==> src/design/plt_enc_pkg.sv <==
// Types, opcodes and word-building functions for the PLT trampoline encoder.
`timescale 1ns / 1ps

package plt_enc_pkg;

  localparam logic [31:0] OP_NOP       = 32'h0100_0000;
  localparam logic [31:0] OP_BA_A_PT   = 32'h3048_0000;
  localparam logic [31:0] OP_BA_A      = 32'h3080_0000;
  localparam logic [31:0] OP_SETHI_G5  = 32'h0b00_0000;
  localparam logic [31:0] OP_SETHI_G1  = 32'h0300_0000;
  localparam logic [31:0] OP_XNOR_G5G1 = 32'h8239_6000;
  localparam logic [31:0] OP_JMPL_G1   = 32'h81c0_6000;
  localparam logic [31:0] OP_SLLX12    = 32'h8328_700c;
  localparam logic [31:0] OP_SLLX32    = 32'h8328_7020;
  localparam logic [31:0] OP_OR_G1IMM  = 32'h8210_6000;
  localparam logic [31:0] OP_OR_G1G5G5 = 32'h8a10_4005;
  localparam logic [31:0] OP_JMPL_G5   = 32'h81c1_6000;

  typedef enum logic [2:0] {
    FORM_SHORT = 3'd0,
    FORM_BRANCH = 3'd1,
    FORM_TOP32 = 3'd2,
    FORM_TOP44 = 3'd3,
    FORM_ABS64 = 3'd4
  } form_e;

  // Classified entry waiting in the queue
  typedef struct packed {
    form_e       form;
    logic [21:0] disp_bits;  // displacement bits 23..2
    logic [63:0] target;
  } job_t;

  function automatic logic [2:0] last_index(form_e form);
    logic [2:0] idx;
    case (form)
      FORM_SHORT:  idx = 3'd2;
      FORM_BRANCH: idx = 3'd2;
      FORM_TOP32:  idx = 3'd3;
      FORM_TOP44:  idx = 3'd4;
      FORM_ABS64:  idx = 3'd6;
      default:     idx = 3'd6;
    endcase
    return idx;
  endfunction

  function automatic logic [31:0] build_word(job_t job, logic [2:0] k);
    logic [63:0] inv;
    logic [31:0] w;
    inv = ~job.target;
    w   = OP_NOP;
    case (job.form)
      FORM_SHORT: begin
        if (k == 3'd1) w = OP_BA_A_PT | {13'd0, job.disp_bits[18:0]};
      end
      FORM_BRANCH: begin
        if (k == 3'd1) w = OP_BA_A | {10'd0, job.disp_bits};
      end
      FORM_TOP32: begin
        case (k)
          3'd1:    w = OP_SETHI_G5 | {10'd0, inv[31:10]};
          3'd2:    w = OP_XNOR_G5G1 | {22'd0, inv[9:0]};
          3'd3:    w = OP_JMPL_G1;
          default: w = OP_NOP;
        endcase
      end
      FORM_TOP44: begin
        case (k)
          3'd1:    w = OP_SETHI_G5 | {10'd0, inv[43:22]};
          3'd2:    w = OP_XNOR_G5G1 | {22'd0, inv[21:12]};
          3'd3:    w = OP_SLLX12;
          3'd4:    w = OP_JMPL_G1 | {20'd0, job.target[11:0]};
          default: w = OP_NOP;
        endcase
      end
      FORM_ABS64: begin
        case (k)
          3'd1:    w = OP_SETHI_G1 | {10'd0, job.target[63:42]};
          3'd2:    w = OP_SETHI_G5 | {10'd0, job.target[31:10]};
          3'd3:    w = OP_OR_G1IMM | {22'd0, job.target[41:32]};
          3'd4:    w = OP_SLLX32;
          3'd5:    w = OP_OR_G1G5G5;
          3'd6:    w = OP_JMPL_G5 | {22'd0, job.target[9:0]};
          default: w = OP_NOP;
        endcase
      end
      default: w = OP_NOP;
    endcase
    return w;
  endfunction

endpackage

==> src/design/plt_enc_front.sv <==
// Front end: computes the displacement and picks the shortest reaching form.
`timescale 1ns / 1ps

module plt_enc_front (
  input  logic                 in_valid_i,
  output logic                 in_stall_o,
  input  logic [63:0]          entry_addr_i,
  input  logic [63:0]          target_addr_i,
  input  logic                 q_full_i,
  output logic                 push_o,
  output plt_enc_pkg::job_t    job_o
);

  logic [63:0] disp;
  logic        fits_short;
  logic        fits_branch;
  logic        fits_top32;
  logic        fits_top44;

  assign disp        = target_addr_i - entry_addr_i - 64'd4;
  assign fits_short  = (&disp[63:20]) || !(|disp[63:20]);
  assign fits_branch = (&disp[63:23]) || !(|disp[63:23]);
  assign fits_top32  = &target_addr_i[63:32];
  assign fits_top44  = &target_addr_i[63:44];

  always_comb begin
    job_o.disp_bits = disp[23:2];
    job_o.target    = target_addr_i;
    if (fits_short) begin
      job_o.form = plt_enc_pkg::FORM_SHORT;
    end else if (fits_branch) begin
      job_o.form = plt_enc_pkg::FORM_BRANCH;
    end else if (fits_top32) begin
      job_o.form = plt_enc_pkg::FORM_TOP32;
    end else if (fits_top44) begin
      job_o.form = plt_enc_pkg::FORM_TOP44;
    end else begin
      job_o.form = plt_enc_pkg::FORM_ABS64;
    end
  end

  assign in_stall_o = q_full_i;
  assign push_o     = in_valid_i && !q_full_i;

endmodule

==> src/design/plt_enc_queue.sv <==
// Small register queue of classified entries between front and back ends.
`timescale 1ns / 1ps

module plt_enc_queue #(
  parameter int unsigned DEPTH = 2
) (
  input  logic               clk_i,
  input  logic               rst_ni,
  input  logic               push_i,
  input  plt_enc_pkg::job_t  push_job_i,
  input  logic               pop_i,
  output logic               full_o,
  output logic               head_valid_o,
  output plt_enc_pkg::job_t  head_job_o
);

  localparam int unsigned PtrW = (DEPTH > 1) ? $clog2(DEPTH) : 1;
  localparam int unsigned CntW = $clog2(DEPTH + 1);

  plt_enc_pkg::job_t entries_q [DEPTH];
  logic [PtrW-1:0]   wr_ptr_q, wr_ptr_d;
  logic [PtrW-1:0]   rd_ptr_q, rd_ptr_d;
  logic [CntW-1:0]   count_q, count_d;

  assign full_o       = (count_q == CntW'(DEPTH));
  assign head_valid_o = (count_q != '0);
  assign head_job_o   = entries_q[rd_ptr_q];

  always_comb begin
    wr_ptr_d = wr_ptr_q;
    rd_ptr_d = rd_ptr_q;
    count_d  = count_q;
    if (push_i) begin
      wr_ptr_d = (wr_ptr_q == PtrW'(DEPTH - 1)) ? '0 : wr_ptr_q + PtrW'(1);
    end
    if (pop_i) begin
      rd_ptr_d = (rd_ptr_q == PtrW'(DEPTH - 1)) ? '0 : rd_ptr_q + PtrW'(1);
    end
    if (push_i && !pop_i) begin
      count_d = count_q + CntW'(1);
    end else if (pop_i && !push_i) begin
      count_d = count_q - CntW'(1);
    end
  end

  always_ff @(posedge clk_i or negedge rst_ni) begin
    if (!rst_ni) begin
      wr_ptr_q <= '0;
      rd_ptr_q <= '0;
      count_q  <= '0;
    end else begin
      wr_ptr_q <= wr_ptr_d;
      rd_ptr_q <= rd_ptr_d;
      count_q  <= count_d;
    end
  end

  always_ff @(posedge clk_i) begin
    if (push_i) begin
      entries_q[wr_ptr_q] <= push_job_i;
    end
  end

endmodule

==> src/design/plt_enc_back.sv <==
// Back end: walks the head entry one instruction word per beat into the output register.
`timescale 1ns / 1ps

module plt_enc_back (
  input  logic               clk_i,
  input  logic               rst_ni,
  input  logic               head_valid_i,
  input  plt_enc_pkg::job_t  head_job_i,
  output logic               pop_o,
  output logic               out_valid_o,
  input  logic               out_stall_i,
  output logic [2:0]         word_index_o,
  output logic [31:0]        instr_word_o,
  output logic [2:0]         form_code_o,
  output logic               last_word_o
);

  logic [2:0]  k_q, k_d;
  logic        out_valid_q, out_valid_d;
  logic [2:0]  idx_q;
  logic [31:0] word_q;
  logic [2:0]  form_q;
  logic        last_q;
  logic        load;
  logic        is_last;

  assign load    = head_valid_i && (!out_valid_q || !out_stall_i);
  assign is_last = (k_q == plt_enc_pkg::last_index(head_job_i.form));
  assign pop_o   = load && is_last;

  always_comb begin
    k_d         = k_q;
    out_valid_d = out_valid_q;
    if (load) begin
      k_d         = is_last ? 3'd0 : k_q + 3'd1;
      out_valid_d = 1'b1;
    end else if (!out_stall_i) begin
      out_valid_d = 1'b0;
    end
  end

  always_ff @(posedge clk_i or negedge rst_ni) begin
    if (!rst_ni) begin
      k_q         <= 3'd0;
      out_valid_q <= 1'b0;
    end else begin
      k_q         <= k_d;
      out_valid_q <= out_valid_d;
    end
  end

  always_ff @(posedge clk_i) begin
    if (load) begin
      idx_q  <= k_q;
      word_q <= plt_enc_pkg::build_word(head_job_i, k_q);
      form_q <= head_job_i.form;
      last_q <= is_last;
    end
  end

  assign out_valid_o  = out_valid_q;
  assign word_index_o = idx_q;
  assign instr_word_o = word_q;
  assign form_code_o  = form_q;
  assign last_word_o  = last_q;

endmodule

==> src/design/plt_trampoline_encoder.sv <==
// Top level of the SPARC V9 PLT trampoline encoder.
`timescale 1ns / 1ps

// Each accepted beat (entry address, target address) is classified in the
// same cycle and queued; the back end then emits the instruction words of
// the chosen form, one beat per cycle unless the output stalls, in ascending
// word order with the last word flagged: 3 beats for the branch forms, 4 for
// the top-32 jump, 5 for the top-44 jump and 7 for the absolute form. The
// single result port serves one entry at a time; the first word passes
// through the queue and the output register. The queue holds QUEUE_DEPTH
// entries, the one being emitted among them, so input is taken while the
// output side stalls until the queue fills.
module plt_trampoline_encoder #(
  parameter int unsigned QUEUE_DEPTH = 2
) (
  input  logic        clk_i,
  input  logic        rst_ni,
  input  logic        in_valid_i,
  output logic        in_stall_o,
  input  logic [63:0] entry_addr_i,
  input  logic [63:0] target_addr_i,
  output logic        out_valid_o,
  input  logic        out_stall_i,
  output logic [2:0]  word_index_o,
  output logic [31:0] instr_word_o,
  output logic [2:0]  form_code_o,
  output logic        last_word_o
);

  logic              push;
  logic              pop;
  logic              q_full;
  logic              head_valid;
  plt_enc_pkg::job_t push_job;
  plt_enc_pkg::job_t head_job;

  plt_enc_front u_front (
    .in_valid_i    (in_valid_i),
    .in_stall_o    (in_stall_o),
    .entry_addr_i  (entry_addr_i),
    .target_addr_i (target_addr_i),
    .q_full_i      (q_full),
    .push_o        (push),
    .job_o         (push_job)
  );

  plt_enc_queue #(
    .DEPTH (QUEUE_DEPTH)
  ) u_queue (
    .clk_i        (clk_i),
    .rst_ni       (rst_ni),
    .push_i       (push),
    .push_job_i   (push_job),
    .pop_i        (pop),
    .full_o       (q_full),
    .head_valid_o (head_valid),
    .head_job_o   (head_job)
  );

  plt_enc_back u_back (
    .clk_i        (clk_i),
    .rst_ni       (rst_ni),
    .head_valid_i (head_valid),
    .head_job_i   (head_job),
    .pop_o        (pop),
    .out_valid_o  (out_valid_o),
    .out_stall_i  (out_stall_i),
    .word_index_o (word_index_o),
    .instr_word_o (instr_word_o),
    .form_code_o  (form_code_o),
    .last_word_o  (last_word_o)
  );

endmodule

==> config.mk <==
export PLATFORM = sky130hd
export DESIGN_NAME = plt_trampoline_encoder
export DESIGN_NICKNAME = d
export VERILOG_FILES = /design/src/design/plt_enc_pkg.sv /design/src/design/plt_enc_front.sv /design/src/design/plt_enc_queue.sv /design/src/design/plt_enc_back.sv /design/src/design/plt_trampoline_encoder.sv
export SDC_FILE = /design/constraint.sdc
export NUM_CORES = 1
export LEC_CHECK = 0
export BUFFER_PORTS_ARGS = -buffer_cell sky130_fd_sc_hd__buf_2
export CORE_MARGIN = 2
export CORE_UTILIZATION = 40
export CTS_CLUSTER_SIZE = 25
export DETAILED_ROUTE_END_ITERATION = 8
export HOLD_SLACK_MARGIN = 0.05
export PLACE_DENSITY = 0.62
export REMOVE_ABC_BUFFERS = 1
export SLEW_MARGIN = 25
export SYNTH_ARGS = -nofsm -noshare
export SYNTH_HDL_FRONTEND = slang
export SYNTH_SLANG_ARGS = --single-unit
==> constraint.sdc <==
create_clock -name clk_i -period 13.95 [get_ports clk_i]
set_clock_uncertainty 0.2 [all_clocks]
set_input_delay 1.395 -clock clk_i [delete_from_list [all_inputs] [get_ports clk_i]]
set_output_delay 1.395 -clock clk_i [all_outputs]
set_load 0.1 [all_outputs]
==> results of run 1 <==
## registers in the layout (all words and copies together) (netlist names)
signal	cells
u_back.last_word_o	1
u_back.instr_word_o	29
u_queue.rd_ptr_q	1
u_queue.entries_q	178
u_back.form_code_o	3
u_back.word_index_o	3
u_back.out_valid_o	1
u_queue.count_q	2
u_queue.wr_ptr_q	1
u_back.k_q	3
## routing by layer
layer | global-route usage | part of all wire
met1 | 0.346 | 0.44
met2 | 0.401 | 0.46
met3 | 0.0284 | 0.065
met4 | 0.0914 | 0.036
met5 | 0 | 0
## cell type report
class | count | area, µm²
Antenna cell | 1 | 2.50
Clock buffer | 26 | 587
Clock inverter | 13 | 163
Fill cell | 3533 | 20300
Inverter | 204 | 766
Multi-Input combinational cell | 1070 | 7710
Sequential cell | 222 | 6630
Tap cell | 511 | 639
Timing Repair Buffer | 180 | 926
## worst max path at each step
stage	end	depth (start not counted)	start
floorplan	u_queue.entries_q[0][0]	2	in_valid_i
global placement	u_queue.entries_q[0][86]	17	target_addr_i[3]
detailed placement	u_queue.entries_q[1][86]	17	entry_addr_i[1]
CTS	u_queue.entries_q[0][86]	17	entry_addr_i[1]
global route	u_queue.entries_q[0][86]	17	entry_addr_i[1]
finish	u_queue.entries_q[0][86]	17	target_addr_i[32]
## worst max-delay path, delay by kind of cell
family | cells | cell delay, ns
AO/OA/AOI/OAI | 7 | 2.14
AND/OR/NAND/NOR | 4 | 1.04
adder cells (fa/ha/maj) | 2 | 0.64
XOR/XNOR | 1 | 0.29
buffers and inverters | 3 | 0.24
## placed cells by master, fill, tap and decap left out, types with 6 or more instances in the layout
cell,n
nand2b_1,6
or3_1,6
dfrtp_1,7
and2_1,9
nand3_1,16
a31oi_1,7
a211oi_1,9
o21a_1,19
a211o_1,7
o22ai_1,28
inv_1,204
nand4_1,42
o221ai_1,12
xor2_1,23
o21ai_0,86
nand2_1,135
xnor2_1,39
buf_2,170
edfxtp_1,214
a21oi_1,121
mux2i_1,61
a221oi_1,11
clkbuf_16,23
ha_1,129
o211ai_1,10
nor2_1,81
mux2_2,33
a21o_1,25
o21ai_1,6
nor3_1,25
nor4_1,13
buf_4,10
## stage by stage
stage / cells / area (µm²) / power, µW / setup slack (ns) / util
6_report: 2227 / 17400 / 3270 / 8.27 / 0.461
5_1_grt: 2227 / 17400 / 3420 / 8.01 / 0.461
4_1_cts: 2226 / 17400 / 3270 / 8.34 / 0.461
3_5_place_dp: 2187 / 16700 / 2650 / 7.81 / 0.441
3_3_place_gp: 2187 / 16700 / 2650 / 7.75 / 0.441
2_1_floorplan: 1496 / 15100 / 2220 / 8.02 / -
## cells by family after synthesis
logic type | count (synthesis) | share of synthesized area
AOI/OAI and AO/OA | 415 | 0.180
xor gates and xnor gates | 62 | 0.0353
adders and majority gates | 130 | 0.106
buffers and inverters | 274 | 0.0689
DFF | 222 | 0.431
muxes | 94 | 0.0639
other | 1 | 0.000244
and+or+nand+nor | 367 | 0.115
## where the power goes
group          internal (µW)  total, µW  switching, µW
clock network            374        619            245
registers                972       1030           56.0
logic                    427       1620           1200
total                   1770       3270           1500
==> impl_results.md, run 1 <==
- DR pass1 iterations: 6
- DR vias: between 10k and 15k
- Final hold slack: 0.283 ns
- RSZ-0062 raised after global routing: false
- Die height: roughly 200 µm
- Placement Rows: 71
- MaxCap Viol Count: 0
- Yosys top cell area share: 0.418
- Initial antenna violation count: 1
- DRC viols: 0
- Post-Syn Area: about 15,000 µm²
- Vias in the first global route: between 10k and 15k
- First-pass GRT wire length: about 74,000 µm
- EDFF count, synth: about 210
- Most common cell in the netlist: edfxtp_1
- Fin crit share: 0.407
- CP Data Required Time: between 10 and 15 ns
- Remaining antenna violation count: 0
- DIE WIDTH: between 200 and 250 µm
- Pwr dens: between 150 and 200 nW/µm²
- Crit-path cells: buf_2, inv_1, ha_1, inv_1, ha_1, a21oi_1, o21ai_0, a211oi_1, o21ai_0, or2_4, xor2_1, o2111ai_1, or2_1, nor4_1, nand4_1, o22a_1, o21a_1
- Main flop type after synthesis: edfxtp_1
- Achievable clock frequency: roughly 180 MHz
- Worst rel slew slack: 0.289
- Slowest CP cell: a211oi_1
- Slowest stage delay, CP: a little under 0.6 ns
- Cts hold-fix bufs: 0
- Peak VDD IR: 0.0879 mV
- Cell taking the most area after synthesis: edfxtp_1
- Routed WL: roughly 50,000 µm
- Async S/R FF share, synth: 0.0360
- Sequential cell area fraction in the yosys report: 0.431
- Share of layout cells above drive strength 1: 0.160
- Reg2reg start: u_queue.rd_ptr_q
- Synth Instances: 1,565
- Post-DP HPWL: 40,300 µm
- Post-synth cell types: a little under 90
- Vias per inst: 5.79
- Lkg Pwr: 0.00719 µW
- Yosys warning count: 0
- Tot GR Track Use: 0.249
- R2R depth: 9
- H-Tree Depth: 1
- Clock transition at path regs: approximately 0.06 ns
- HP Class: register to register
- Starting density of the core: 0.407
- Largest net degree at the start of global routing: 65
- Endpoints failing setup: 0
- Final GP Congestion: 0.969
- Critical Path Fanout Max: 6
- Core box area: between 30,000 and 40,000 µm²
- Sink Count: ~220
- CTS resizes: 0
- Reg-to-reg critical path endpoint: u_queue.count_q[1]
- Final Hold Vio Count: 0
- Crit path DAT: 5.73 ns
- Hold path start: u_back.out_valid_o
- Global route overflow: 0
- Status: finished, final reports clean
- Port Buf Inserts: 170
- Tmin final: around 5.7 ns
- Worst hold path depth: 2
- Mean cell area of the mapped netlist: between 9 and 10 µm²
- Fin. max-slew vios: 0
- Synth area leaders: edfxtp_1 (42%), ha_1 (10%), inv_1 (5.0%)
- IO Pins: around 170
- Die area: approximately 40,000 µm²
- Number of synthesized register bits: 222
- Worst Setup End Kind: register
- Setup tns final: 0 ns
- Clk_lat worst skew: approximately 0.53 ns
- Most frequent cells after synthesis: edfxtp_1 (214), inv_1 (204), nand2_1 (136)
- Postcts setup bufs: 0
- R2R Setup Slk: just under 10 ns
- Number of buffers created by CTS: 23
- Worst hold endpoint: u_back.out_valid_o
- Slew @ Worst Pin: 1.06 ns
- Wire per inst: between 20 and 25 µm
- CP startpoint kind: input port
- DRT iter0 DRCs: about 1.1k
- Area Overhead vs Synth: 13.3%
- Worst Path Class, Setup: input port to register
- Clock Tree Buf Depth: 3
- TritonCTS clock tree: yes
- Clk root buf: clkbuf_16
- Nets: 1,963
Note: power is estimated with default switching activity, not from simulation.
==> run 2, diff against run 1 <==
PLACE_DENSITY = 0.64   (was 0.62)
clock period = 4.6 ns   (was 13.95 ns; I/O delays follow)
==> run 2 against run 1 <==
Via count increased by 7.8%. Clock-buffer cell count rose by 6. Critical path depth is the same. Global-route usage grew 0.88 points. Highest routed layer unchanged. Combinational power increased to 3.3 times the previous value. Non-clock buffer count up 265. Clock power rose to 2.8 times the previous value. Core utilization is 6.3 points higher. First-iteration DRC count grew 15%. Die area unchanged. Wire length is 4.1% higher.
==> impl_results.md, run 2 (synthesis results as in run 1) <==
- Clock Tree Buf Depth: 3 (unchanged)
- Starting density of the core: 0.407 (unchanged)
- HP Class: input port to register (was register to register)
- First-pass GRT wire length: 77,300 µm (was 73,900 µm)
- Final GP Congestion: 0.984 (was 0.969)
- Fin. max-slew vios: 0 (unchanged)
- H-Tree Depth: 1 (unchanged)
- FF+latch area: 6630 µm² (unchanged)
- CP Data Required Time: 4.66 ns (was 14.00 ns)
- Commonest non-fill, non-tap cell in the layout: buf_4 (was edfxtp_1)
- Initial antenna violation count: 0 (was 1)
- Critical Path Fanout Max: 5 (was 6)
- Top reg by flops: u_queue.entries_q (unchanged)
- Power, Total: 10,300 µW (was 3270 µW)
- DRC viols: 0 (unchanged)
- Achievable clock frequency: around 220 MHz
- # diodes: 0 (was 1)
- NetSw: 4660 µW (was 1500 µW)
- Pwr dens: 518 nW/µm² (was 188 nW/µm²)
- DIE WIDTH: 200 µm (unchanged)
- IO Pins: 173 (unchanged)
- Sink Count: 222 (unchanged)
- Worst Path Class, Setup: input port to register (unchanged)
- TritonCTS clock tree: yes (unchanged)
- Clock transition at path regs: 0.06 ns (about the same)
- Clock network power share: 0.168 (was 0.189)
- Sequential Power Share: 0.309 (was 0.314)
- Endpoints failing setup: 0 (unchanged)
- Filler instances: 3,414 (was 3,533)
- Final Hold Vio Count: 0 (unchanged)
- Wire per inst: 21.0 µm (was 22.6 µm)
- Clk_lat worst skew: 0.52 ns (was 0.53 ns)
- DR vias: 13.9k (was 12.9k)
- Vias in the first global route: 13.2k (was 12.1k)
- Clk root buf: clkbuf_16 (unchanged)
- Status: finished, final reports clean (unchanged)
- Routed WL: 52,400 µm (was 50,400 µm)
- Sw Ratio: 0.454 (was 0.458)
- Tot GR Track Use: 0.258 (was 0.249)
- Die height: 200 µm (unchanged)
- Die area: 40,000 µm² (unchanged)
- Setup tns final: 0 ns (unchanged)
- Max FFs per register: 178 (unchanged)
- Crit path DAT: 4.51 ns (was 5.73 ns)
- Area Overhead vs Synth: 28.8% (was 13.3%)
- Largest net degree at the start of global routing: 64 (was 65)
- Tmin final: 4.45 ns
- Remaining antenna violation count: 0 (unchanged)
- Slew @ Worst Pin: 0.953 ns (was 1.06 ns)
- Nets: 2,228 (was 1,963)
- Placement Rows: 71 (unchanged)
- Vias per inst: 5.57 (was 5.79)
- Peak VDD IR: 0.337 mV (was 0.0879 mV)
- P_int: 5600 µW (was 1770 µW)
- Share of layout cells above drive strength 1: 0.265 (was 0.160)
- DR pass1 iterations: 7 (was 6)
- Worst rel slew slack: 0.365 (was 0.289)
- Core box area: 37,800 µm² (unchanged)
- DRT iter0 DRCs: 1,278 (was 1,116)
- Fin crit share: 0.967
- Commonest non-fill, non-tap cells in the layout: buf_4 (222), edfxtp_1 (214), inv_1 (204), buf_2 (170), nand2_1 (136) (was edfxtp_1 (214), inv_1 (204), buf_2 (170), nand2_1 (135), ha_1 (129))
- CP startpoint kind: input port (unchanged)
- Global route overflow: 0 (unchanged)
- Post-DP HPWL: 41,900 µm (was 40,300 µm)
- MaxCap Viol Count: 0 (unchanged)
- Port Buf Inserts: 170 (unchanged)
- R2R Setup Slk: 0.90 ns (was 9.93 ns)
- Multi-input logic area: 8010 µm² (was 7710 µm²)
- Number of buffers created by CTS: 23 (unchanged)
- Worst Setup End Kind: register (unchanged)
- Comb power frac: 0.523 (was 0.497)
- Lkg Pwr: 0.00845 µW (was 0.00719 µW)
[run 2: changes by cell type in the layout (fill, tap and decap cells not counted), moves of 7 or more]
| cell | previous run | this run |
|---|---|---|
| nor4_1 | 13 | 4 |
| buf_4 | 10 | 222 |
| a21oi_1 | 121 | 112 |
| dlygate4sd3_1 | 0 | 51 |
| a21oi_2 | 4 | 11 |
| nor4_2 | 0 | 7 |
[run 2: power groups by stage]
stage | logic, µW | clock network [µW] | registers [µW]
after floorplan | 2380 | 0 | 4340
after global placement | 5140 | 0 | 3190
after detailed placement | 5160 | 0 | 3210
after CTS | 5210 | 1740 | 3170
after global routing | 5700 | 1830 | 3220
final | 5360 | 1720 | 3160
[run 2: per-layer routing]
metal / wire, µm / GRT usage
met2: 24100 / 0.414
met3: 3140 / 0.0254
met4: 2140 / 0.102
met5: 0 / 0
met1: 23000 / 0.359
[run 2: worst max-delay path, stage by stage]
cell and delay [ns]:
dlygate4sd3_1 0.52, buf_2 0.11, inv_1 0.04, ha_1 0.26, inv_1 0.06, ha_4 0.28, nand4_1 0.16, or3_4 0.38
or3_1 0.33, o221a_4 0.29, nor4_4 0.33, o2111ai_1 0.19, nor4_2 0.30, nor4b_2 0.27, nand4_1 0.20, o22a_1 0.23
o21a_1 0.11
[run 2: what timing repair did]
item,4_1_cts,5_1_grt
endpoints found under the hold margin,107,0
gates resized for setup,0,60
setup endpoints to repair,0,6
setup buffers,0,5
hold buffers,51,0
[run 2: per-stage QoR]
| stage | cell area (µm²) | std cells | hold WS [ns] | worst slack [ns] | util |
|---|---|---|---|---|---|
| global placement | 18200 | 2396 | 0.113 | -0.303 | 0.483 |
| floorplan | 15100 | 1496 | -0.0356 | -0.614 | - |
| finish | 19800 | 2493 | 0.0856 | 0.150 | 0.524 |
| CTS | 19400 | 2488 | 0.0554 | 0.0298 | 0.515 |
| detailed placement | 18200 | 2396 | 0.117 | -0.281 | 0.483 |
| global route | 19800 | 2493 | 0.0659 | -0.0181 | 0.524 |
[run 2: final cells by class]
class	count	share of cell area
repair buffers	445	0.155
flip-flops and latches	222	0.335
clock buffers	32	0.0308
inverters	204	0.0387
multi-input cells	1070	0.405
clock inverters	9	0.00386
well taps	511	0.0323
[run 2: path summary, 6_finish.rpt]
check	from	end	cells after the start
worst max-delay path	target_addr_i[25]	u_queue.entries_q[1][86]	17
worst min-delay path	target_addr_i[21]	u_queue.entries_q[0][21]	2
worst max register to register	u_queue.rd_ptr_q	u_back.instr_word_o[7]	5
worst min register to register	u_back.out_valid_o	u_back.out_valid_o	2
max in group asynchronous	rst_ni	u_queue.rd_ptr_q	2
min in group asynchronous	rst_ni	u_back.k_q[0]	2
